<file path="src/sv/nested_tag_strip_char_filter_assert.svh">
// Assertion macros for the nested tag strip character filter.
`ifndef NESTED_TAG_STRIP_CHAR_FILTER_ASSERT_SVH
`define NESTED_TAG_STRIP_CHAR_FILTER_ASSERT_SVH

// Antecedent in one cycle implies the consequent in the next cycle.
`define NTSCF_ASSERT_NEXT(label, ante, cons, msg) \
	label: assert property (@(posedge clk) disable iff (!arst_n) (ante) |=> (cons)) \
		else $error(msg);

// Antecedent implies the consequent in the same cycle.
`define NTSCF_ASSERT_SAME(label, ante, cons, msg) \
	label: assert property (@(posedge clk) disable iff (!arst_n) (ante) |-> (cons)) \
		else $error(msg);

`endif

</file>
<file path="src/sv/ntscf_pkg.sv">
// Package with constants, state type and helpers of the nested tag strip filter.
package ntscf_pkg;

	localparam int DEPTH_WIDTH = 8;
	localparam int CHAR_WIDTH  = 16;
	localparam int MASK_WIDTH  = 7;

	localparam logic [DEPTH_WIDTH-1:0] DEPTH_MAX = {DEPTH_WIDTH{1'b1}};
	localparam logic [DEPTH_WIDTH-1:0] DEPTH_ZERO = '0;

	// Enable bit positions in the strip mask.
	localparam int BIT_SQUARE = 0;
	localparam int BIT_ANGLE  = 1;
	localparam int BIT_CURLY  = 2;
	localparam int BIT_PAREN  = 3;
	localparam int BIT_SLASH  = 4;
	localparam int BIT_PIPE   = 5;
	localparam int BIT_HASH   = 6;

	// Character codes.
	localparam logic [CHAR_WIDTH-1:0] CH_SQ_OPEN  = 16'h005B;
	localparam logic [CHAR_WIDTH-1:0] CH_SQ_CLOSE = 16'h005D;
	localparam logic [CHAR_WIDTH-1:0] CH_AN_OPEN  = 16'h003C;
	localparam logic [CHAR_WIDTH-1:0] CH_AN_CLOSE = 16'h003E;
	localparam logic [CHAR_WIDTH-1:0] CH_CU_OPEN  = 16'h007B;
	localparam logic [CHAR_WIDTH-1:0] CH_CU_CLOSE = 16'h007D;
	localparam logic [CHAR_WIDTH-1:0] CH_PA_OPEN  = 16'h0028;
	localparam logic [CHAR_WIDTH-1:0] CH_PA_CLOSE = 16'h0029;
	localparam logic [CHAR_WIDTH-1:0] CH_SLASH    = 16'h002F;
	localparam logic [CHAR_WIDTH-1:0] CH_PIPE     = 16'h007C;
	localparam logic [CHAR_WIDTH-1:0] CH_HASH     = 16'h0023;
	localparam logic [CHAR_WIDTH-1:0] CH_SPACE    = 16'h0020;
	localparam logic [CHAR_WIDTH-1:0] CH_LF       = 16'h000A;
	localparam logic [CHAR_WIDTH-1:0] CH_CR       = 16'h000D;
	localparam logic [CHAR_WIDTH-1:0] CH_TAB      = 16'h0009;

	typedef struct packed {
		logic [DEPTH_WIDTH-1:0] square_depth;
		logic [DEPTH_WIDTH-1:0] angle_depth;
		logic [DEPTH_WIDTH-1:0] curly_depth;
		logic [DEPTH_WIDTH-1:0] paren_depth;
		logic                   in_slash;
		logic                   in_pipe;
		logic                   in_hash;
		logic                   eat_space;
	} tag_state_t;

	localparam tag_state_t STATE_CLEAR = '0;

	// True while any tag is open.
	function automatic logic inside_any(input tag_state_t st);
		return (st.square_depth != DEPTH_ZERO) || (st.angle_depth != DEPTH_ZERO) ||
		       (st.curly_depth != DEPTH_ZERO) || (st.paren_depth != DEPTH_ZERO) ||
		       st.in_slash || st.in_pipe || st.in_hash;
	endfunction

	// Saturating increment of a depth counter.
	function automatic logic [DEPTH_WIDTH-1:0] depth_inc(input logic [DEPTH_WIDTH-1:0] d);
		return (d == DEPTH_MAX) ? d : d + 1'b1;
	endfunction

	function automatic logic is_blank(input logic [CHAR_WIDTH-1:0] c);
		return (c == CH_SPACE) || (c == CH_LF) || (c == CH_CR) || (c == CH_TAB);
	endfunction

endpackage

</file>
<file path="src/sv/nested_tag_strip_char_filter.sv">
// Top level of the nested tag strip character filter.
// Output: a kept word appears on the master side in the cycle after it is accepted.
// Throughput: one word per cycle; the tag state updates in the accepting cycle and
// the output register takes the next word whenever it is empty or being drained.
// Reset: arst_n clears the strip mask, all depth counters, toggles, the eat flag
// and the output valid at once; no clearing pass is needed.
module nested_tag_strip_char_filter (
	input  logic                                 clk,
	input  logic                                 arst_n,
	// Configuration: strip_mask write.
	input  logic                                 cfg_we,
	input  logic [ntscf_pkg::MASK_WIDTH-1:0]     cfg_data,
	// Slave side.
	input  logic                                 s_tvalid,
	output logic                                 s_tready,
	input  logic [ntscf_pkg::CHAR_WIDTH-1:0]     s_tdata,  // [15:0] char_code
	input  logic                                 s_tuser,  // [0] clear_first
	// Master side.
	output logic                                 m_tvalid,
	input  logic                                 m_tready,
	output logic [ntscf_pkg::CHAR_WIDTH-1:0]     m_tdata   // [15:0] out_char
);

	logic [ntscf_pkg::MASK_WIDTH-1:0] strip_mask_q;
	ntscf_pkg::tag_state_t            state_q;
	ntscf_pkg::tag_state_t            state_eff;
	ntscf_pkg::tag_state_t            state_nxt;
	logic                             out_valid_q;
	logic [ntscf_pkg::CHAR_WIDTH-1:0] out_char_q;
	logic                             in_accept;
	logic                             consumed;
	logic                             closed;
	logic                             emit;

	// The output register acts as the stage boundary: a new word is taken
	// whenever the register is empty or its content leaves in this cycle.
	assign s_tready  = !out_valid_q || m_tready;
	assign in_accept = s_tvalid && s_tready;
	assign m_tvalid  = out_valid_q;
	assign m_tdata   = out_char_q;

	// The clear bit starts a new message: the state is zeroed before the word.
	assign state_eff = s_tuser ? ntscf_pkg::STATE_CLEAR : state_q;

	// Delimiter decoding in priority order: square, angle, curly, paren, then
	// the three toggles. A closer only counts while its pair is open.
	always_comb begin
		state_nxt = state_eff;
		consumed  = 1'b1;
		closed    = 1'b0;
		emit      = 1'b0;
		if (strip_mask_q[ntscf_pkg::BIT_SQUARE] && s_tdata == ntscf_pkg::CH_SQ_OPEN) begin
			state_nxt.square_depth = ntscf_pkg::depth_inc(state_eff.square_depth);
		end else if (strip_mask_q[ntscf_pkg::BIT_SQUARE] && s_tdata == ntscf_pkg::CH_SQ_CLOSE
		             && state_eff.square_depth != ntscf_pkg::DEPTH_ZERO) begin
			state_nxt.square_depth = state_eff.square_depth - 1'b1;
			closed = 1'b1;
		end else if (strip_mask_q[ntscf_pkg::BIT_ANGLE] && s_tdata == ntscf_pkg::CH_AN_OPEN) begin
			state_nxt.angle_depth = ntscf_pkg::depth_inc(state_eff.angle_depth);
		end else if (strip_mask_q[ntscf_pkg::BIT_ANGLE] && s_tdata == ntscf_pkg::CH_AN_CLOSE
		             && state_eff.angle_depth != ntscf_pkg::DEPTH_ZERO) begin
			state_nxt.angle_depth = state_eff.angle_depth - 1'b1;
			closed = 1'b1;
		end else if (strip_mask_q[ntscf_pkg::BIT_CURLY] && s_tdata == ntscf_pkg::CH_CU_OPEN) begin
			state_nxt.curly_depth = ntscf_pkg::depth_inc(state_eff.curly_depth);
		end else if (strip_mask_q[ntscf_pkg::BIT_CURLY] && s_tdata == ntscf_pkg::CH_CU_CLOSE
		             && state_eff.curly_depth != ntscf_pkg::DEPTH_ZERO) begin
			state_nxt.curly_depth = state_eff.curly_depth - 1'b1;
			closed = 1'b1;
		end else if (strip_mask_q[ntscf_pkg::BIT_PAREN] && s_tdata == ntscf_pkg::CH_PA_OPEN) begin
			state_nxt.paren_depth = ntscf_pkg::depth_inc(state_eff.paren_depth);
		end else if (strip_mask_q[ntscf_pkg::BIT_PAREN] && s_tdata == ntscf_pkg::CH_PA_CLOSE
		             && state_eff.paren_depth != ntscf_pkg::DEPTH_ZERO) begin
			state_nxt.paren_depth = state_eff.paren_depth - 1'b1;
			closed = 1'b1;
		end else if (strip_mask_q[ntscf_pkg::BIT_SLASH] && s_tdata == ntscf_pkg::CH_SLASH) begin
			state_nxt.in_slash = !state_eff.in_slash;
			closed = state_eff.in_slash;
		end else if (strip_mask_q[ntscf_pkg::BIT_PIPE] && s_tdata == ntscf_pkg::CH_PIPE) begin
			state_nxt.in_pipe = !state_eff.in_pipe;
			closed = state_eff.in_pipe;
		end else if (strip_mask_q[ntscf_pkg::BIT_HASH] && s_tdata == ntscf_pkg::CH_HASH) begin
			state_nxt.in_hash = !state_eff.in_hash;
			closed = state_eff.in_hash;
		end else begin
			consumed = 1'b0;
		end

		if (consumed) begin
			// Closing the last open tag arms the eat flag; a nested close does not.
			if (closed && !ntscf_pkg::inside_any(state_nxt)) begin
				state_nxt.eat_space = 1'b1;
			end
		end else if (!ntscf_pkg::inside_any(state_eff)) begin
			// First word outside all tags: the eat flag is spent either way and
			// only a blank is swallowed.
			if (state_eff.eat_space) begin
				state_nxt.eat_space = 1'b0;
				emit = !ntscf_pkg::is_blank(s_tdata);
			end else begin
				emit = 1'b1;
			end
		end
	end

	// Control registers: mask, tag state and output valid.
	always_ff @(posedge clk or negedge arst_n) begin
		if (!arst_n) begin
			strip_mask_q <= '0;
			state_q      <= ntscf_pkg::STATE_CLEAR;
			out_valid_q  <= 1'b0;
		end else begin
			if (cfg_we) begin
				strip_mask_q <= cfg_data;
			end
			if (in_accept) begin
				state_q     <= state_nxt;
				out_valid_q <= emit;
			end else if (m_tready) begin
				out_valid_q <= 1'b0;
			end
		end
	end

	// Payload register, loaded only with a kept word.
	always_ff @(posedge clk) begin
		if (in_accept && emit) begin
			out_char_q <= s_tdata;
		end
	end

`include "nested_tag_strip_char_filter_assert.svh"

	// A clear bit resets every tag, so a plain letter right after it must pass.
	`NTSCF_ASSERT_NEXT(a_clear_passes_letter,
		in_accept && s_tuser && s_tdata == 16'h0041,
		m_tvalid && m_tdata == 16'h0041,
		"letter after clear was not passed")

	// An enabled square opener is always dropped.
	`NTSCF_ASSERT_NEXT(a_opener_dropped,
		in_accept && strip_mask_q[ntscf_pkg::BIT_SQUARE] && s_tdata == ntscf_pkg::CH_SQ_OPEN,
		!m_tvalid,
		"enabled square opener reached the output")

	// While a square tag stays open, a word that is no delimiter produces nothing.
	`NTSCF_ASSERT_SAME(a_inside_no_emit,
		in_accept && !s_tuser && state_q.square_depth != ntscf_pkg::DEPTH_ZERO &&
		s_tdata == 16'h0041,
		!emit,
		"word inside an open tag was kept")

endmodule

</file>
<file path="config.mk">
export PLATFORM = sky130hd
export DESIGN_NAME = nested_tag_strip_char_filter
export DESIGN_NICKNAME = d
export VERILOG_FILES = /design/src/sv/ntscf_pkg.sv /design/src/sv/nested_tag_strip_char_filter.sv
export VERILOG_INCLUDE_DIRS = /design/src /design/src/sv
export SDC_FILE = /design/constraint.sdc
export NUM_CORES = 1
export LEC_CHECK = 0
export BUFFER_PORTS_ARGS = -buffer_cell sky130_fd_sc_hd__buf_2
export CAP_MARGIN = 10
export CELL_PAD_IN_SITES_DETAIL_PLACEMENT = 1
export CELL_PAD_IN_SITES_GLOBAL_PLACEMENT = 1
export CORE_ASPECT_RATIO = 0.6
export CORE_MARGIN = 2
export CORE_UTILIZATION = 41
export DETAILED_ROUTE_END_ITERATION = 6
export PLACE_DENSITY_LB_ADDON = 0.1
export SYNTH_ARGS = -nofsm -noshare
export SYNTH_HDL_FRONTEND = slang
export SYNTH_SLANG_ARGS = --single-unit
</file>
<file path="constraint.sdc">
create_clock -name clk -period 4.3 [get_ports clk]
set_clock_uncertainty 0.15 [all_clocks]
set_input_delay 0 -clock clk [delete_from_list [all_inputs] [get_ports clk]]
set_output_delay 0 -clock clk [all_outputs]
set_load 0.02 [all_outputs]
</file>
After elaboration in Yosys (flattened, before gate mapping):

Index checks and enable logic that the tools add are counted.

* $add $sub $neg: 8
* equal/unequal tests: 19
* mux-type cells: 56
* reductions and logical operators: 49

Operators with widths (number)
* == test 16 x 6 -> 1 bit, second input constant: 7
* two-way mux 8 bit: 12
* == test 16 x 7 -> 1 bit, second input constant: 5
* nonzero test 8 bit: 8
* two-way mux 27 bit: 2
* == test 16 x 4 -> 1 bit, second input constant: 3
* two-way mux 19 bit: 2
* two-way mux 36 bit: 1
* two-way mux 1 bit: 34
* adder 8 x 1 -> 8 bit, second input constant: 4
* == test 8 bit, second input constant: 4
* subtractor 8 x 1 -> 8 bit, second input constant: 4
* two-way mux 11 bit: 2
* logical AND 1 bit: 18
* logical OR 1 bit: 16
* logical NOT 1 bit: 6
* two-way mux 3 bit: 2
* two-way mux 2 bit: 1
* nonzero test 2 bit: 1

* register bits: 60
* input bits: 29

Logic depth before layout (Yosys ltp):

* depth after elaboration: 24
* depth in mapped cells: 17
* depth with buffers taken out: 13

Worst setup path before layout:

OpenSTA, ideal clock, no wires.

* path type: input-to-reg
* start point: input s_tuser
* end point: register out_char_q (netlist bit m_tdata[0]), enable pin
* setup slack: -0.074 ns
* data required time: 3.741 ns
* arrival: 3.815 ns
* stages on the path: 13
* path buffers: 5
* path through: clkbuf_1 inv_1 clkbuf_1 clkbuf_1 clkbuf_1 nand2_1 ha_1 o211ai_1 and3_1 buf_2 or4_1 or4_1 nor3_1

* cells in the longest elaborated chain, start to end: 13
* elaborated cells between the ends (all ways): 27
* classes of those cells: mux (12); reduce/logical (15)

Ends and longest elaborated chain
* start: declaration: RTL line nested_tag_strip_char_filter.sv:17 `input logic s_tuser,`
* two-way mux 36 bit *: RTL line nested_tag_strip_char_filter.sv:43 `assign state_eff = s_tuser ? ntscf_pkg::STATE_CLEAR : state_q;`
* nonzero test 8 bit: RTL line ntscf_pkg.sv:53, nested_tag_strip_char_filter.sv:73
* logical AND 1 bit: RTL line nested_tag_strip_char_filter.sv:73 `&& state_eff.paren_depth != ntscf_pkg::DEPTH_ZERO) begin`
* two-way mux 1 bit: RTL line nested_tag_strip_char_filter.sv:72 `end else if (strip_mask_q[ntscf_pkg::BIT_PAREN] && s_tdata == ntscf_pkg::CH_PA_CLOSE`
* two-way mux 1 bit: RTL line nested_tag_strip_char_filter.sv:70 `end else if (strip_mask_q[ntscf_pkg::BIT_PAREN] && s_tdata == ntscf_pkg::CH_PA_OPEN) begin`
* two-way mux 1 bit: RTL line nested_tag_strip_char_filter.sv:66 `end else if (strip_mask_q[ntscf_pkg::BIT_CURLY] && s_tdata == ntscf_pkg::CH_CU_CLOSE`
* two-way mux 1 bit: RTL line nested_tag_strip_char_filter.sv:64 `end else if (strip_mask_q[ntscf_pkg::BIT_CURLY] && s_tdata == ntscf_pkg::CH_CU_OPEN) begin`
* two-way mux 1 bit: RTL line nested_tag_strip_char_filter.sv:60 `end else if (strip_mask_q[ntscf_pkg::BIT_ANGLE] && s_tdata == ntscf_pkg::CH_AN_CLOSE`
* two-way mux 1 bit: RTL line nested_tag_strip_char_filter.sv:58 `end else if (strip_mask_q[ntscf_pkg::BIT_ANGLE] && s_tdata == ntscf_pkg::CH_AN_OPEN) begin`
* two-way mux 1 bit: RTL line nested_tag_strip_char_filter.sv:54 `end else if (strip_mask_q[ntscf_pkg::BIT_SQUARE] && s_tdata == ntscf_pkg::CH_SQ_CLOSE`
* two-way mux 1 bit: RTL line nested_tag_strip_char_filter.sv:52 `if (strip_mask_q[ntscf_pkg::BIT_SQUARE] && s_tdata == ntscf_pkg::CH_SQ_OPEN) begin`
* two-way mux 1 bit *: RTL line nested_tag_strip_char_filter.sv:89 `if (consumed) begin`
* logical AND 1 bit *: RTL line nested_tag_strip_char_filter.sv:127 `if (in_accept && emit) begin`
* end signal: assignment: RTL line nested_tag_strip_char_filter.sv:128 `out_char_q <= s_tdata;`
* end: declaration: RTL line nested_tag_strip_char_filter.sv:29 `logic [ntscf_pkg::CHAR_WIDTH-1:0] out_char_q;`

Every way passes the cells marked *; elsewhere a longest branch is shown, timed or not.
A chain may end at the register's enable or synchronous reset.

Worst setup path after layout:

* start point: register state_q[4] (netlist bit)
* end point: register state_q[0] (netlist bit)

* cells in the longest elaborated chain, start to end: 20
* elaborated cells between the ends (all ways): 47
* classes of those cells: add/sub (2); eq/ne (1); mux (31); reduce/logical (13)

Ends and longest elaborated chain
* start: declaration: RTL line nested_tag_strip_char_filter.sv:25 `ntscf_pkg::tag_state_t state_q;`
* start signal: assignment: RTL line nested_tag_strip_char_filter.sv:110 `state_q <= ntscf_pkg::STATE_CLEAR;`
* start signal: assignment: RTL line nested_tag_strip_char_filter.sv:117 `state_q <= state_nxt;`
* two-way mux 36 bit *: RTL line nested_tag_strip_char_filter.sv:43
* branches (longest 18 deep; another with subtractor 8 x 1 -> 8 bit)
* two-way mux 1 bit *: RTL line nested_tag_strip_char_filter.sv:89

Mark *: on every way between the ends.

==> results_dict.tcl <==
set metrics [dict create \
    crit_start "state_q[4]" \
    grt_pass1_wl_um 28600 \
    wl_met2_um 7730 \
    synthArstFlopShare_pct 73.3 \
    design_area_um2 5860 \
    hpwlAfterDp_um 13100 \
    synth_top_area_share_pct 22.6 \
    rr_worst_depth 12 \
    post_dp_cell_area_um2 5230 \
    via_per_inst 6.29 \
    io_buffers 46 \
    slew_headroom_pct 39.2 \
    min_period_over_period_pct 92.2 \
    fp.dieArea_um2 12800 \
    ys_types 76 \
    drtPass1Iterations 5 \
    wl_um 18100 \
    drv_slew 0 \
    synth.most_common_cell "nand2_1" \
    fp.dieW_um 145 \
    worstMarginPinSlew_ps 909 \
    antenna_found_initial 1 \
    dr.max_layer_used "met4" \
    dr_wl_met3_um 1640 \
    powerDensity_nw_per_um2 282 \
    rsz0062_at_grt "no" \
    row_count 30 \
    setup_viol 0 \
    nets 697 \
    htree_levels 3 \
    n_fill_cell 1385 \
    r2r-end "state_q[0]" \
    post_cts_resized 0 \
    critPathArrivalTime_ps 4070 \
    yosys-top-cells-count "nand2_1, nor2_1, dfrtp_1" \
    syn_inst 591 \
    die_height_um 88.4 \
    crit_path_start_kind "flop" \
    start_util_pct 42.5 \
    outcome "complete, no violations" \
    synth_area_leaders "dfrtp_1, edfxtp_1, nand2_1" \
    finalHoldViolations 0 \
    ys_ff_latch 60 \
    min_path_type "input pin to flop" \
    syn_avg_cell_area_um2 8.24 \
    place_congestion 0.936 \
    cts-buffers-inserted 9 \
    io_pins 47 \
    setup_tns_ps 0 \
    yosysTopAreaCell "dfrtp_1" \
    r2r_slack_ps 340 \
    critPathCaptureType "flop" \
    grt_usage_pct 29.7 \
    cap_viol_max_count 0 \
    critical_path_class "flop to flop" \
    hold-worst-slack_ps 68.0 \
    synth_area_um2 4870 \
    synth_nets 633 \
    overflow 0 \
    wl_per_cell_um 22.0 \
    clockBufferDepth 2 \
    seq_area_frac_synth_pct 32.5 \
    grt_max_degree 49 \
    core_area_um2 11400 \
    fin_util_pct 51.2 \
    drtIter0Drc 478 \
    synth_edf_count 16 \
    seqCellArea_um2 1580 \
    drt-met1-wl_um 8440 \
    drive_gt1_share_pct 15.6 \
    detail-route-antenna-nets 0 \
    static-leakage-power_nw 2.36 \
    multi_input_area_um2 3080 \
    clk_pin_slew_worst_paths_ps 50 \
    peakVddDrop_uv 183 \
    syn2layout_area_growth_pct 20.4 \
    tritoncts "built" \
    crit_path_end "state_q[0]" \
    synth_ff_type "dfrtp_1" \
    cts_root_buf "clkbuf_16" \
    synth_warnings 0 \
    grt_pass1_vias 4936 \
    period_minus_slack_ps 3960 \
    fmax_mhz 252 \
    worstReg2RegStart "state_q[4]" \
    required_ps 4400 \
    path_max_fanout 9 \
    route.detailed.drc 0 \
    num_vias 5163 \
    insertion_delay_ps 340 \
    clock-sinks 60 \
]
per-stage QoR:
step	std cells	worst slack (ps)	power, W
2_1_floorplan	591	389	0.000770
3_3_place_gp	772	365	0.000855
3_5_place_dp	772	439	0.000863
4_1_cts	820	413	0.00167
5_1_grt	820	196	0.00172
6_report	821	336	0.00166
final cells by class:
class                   instances  share of cell area [%]
clock inverters                 6                    1.34
diodes                          1                  0.0427
multi-input cells             480                    52.6
clock buffers                  10                    3.90
well taps                     160                    3.41
flip-flops and latches         60                    27.0
inverters                      15                   0.960
repair buffers                 89                    10.8
cells by family after synthesis:
kind of cell,Yosys count,synth area share [%]
mux,20,4.65
flops,60,32.5
fa+ha+maj,13,3.34
compound gates,146,19.3
simple gates,290,34.0
buf+inv,51,4.32
xor+xnor,11,1.98
critical path, stage by stage (launching register included):
cell       delay (ps)
dfrtp_1           500
nor2b_1           420
inv_1             150
ha_1              260
nor4b_1           160
a221o_1           380
nor2_1            380
buf_4             270
o21ai_0           130
nor4b_1           170
a2111oi_0         500
nand4_1           180
o31ai_2           220
metal layers:
| layer | track usage (%) | up-vias |
|---|---|---|
| met5 | 0 | - |
| met4 | 6.62 | 0 |
| met3 | 6.93 | 20 |
| met2 | 44.6 | 234 |
| met1 | 43.6 | 2565 |
| li1 | - | 2344 |
worst min path at each step:
stage	slack [ps]	start	end	cells past startpoint
finish	70	s_tuser	state_q[12]	5
global route	110	s_tuser	state_q[12]	5
floorplan	-450	arst_n	m_tvalid	0
global placement	-5	arst_n	strip_mask_q[0]	2
detailed placement	10	arst_n	state_q[14]	2
CTS	60	s_tuser	state_q[12]	5
flip-flops by register name, summed over array words and instances, names as in the netlist:
register	flops
m_tdata	16
m_tvalid	1
strip_mask_q	7
state_q	36
where the power goes:
part	internal [W]	total (W)	switching, W
logic	0.0000904	0.000249	0.000159
registers	0.000617	0.000635	0.0000185
clock network	0.000501	0.000772	0.000271
total	0.00121	0.00166	0.000448
cells in the final DEF, fill, tap and decap left out, drive strengths merged, types with 8 or more instances in the layout:
cell type,instances
nor3,20
clkbuf,10
buf,57
nand2,75
xnor2,10
nor4b,8
nand3,28
mux2i,9
nor4,16
dlygate4sd3,32
mux2,11
and3,14
nand4,15
ha,13
nor2b,13
edfxtp,16
a21oi,35
o21ai,45
nor2,52
dfrtp,44
inv,15
what timing repair did:
action / 4_1_cts / 5_1_grt
buffers inserted: 0 / 0
hold buffers: 32 / 0
endpoints found under the hold margin: 68 / 0
(Power assumes the default switching activity.)
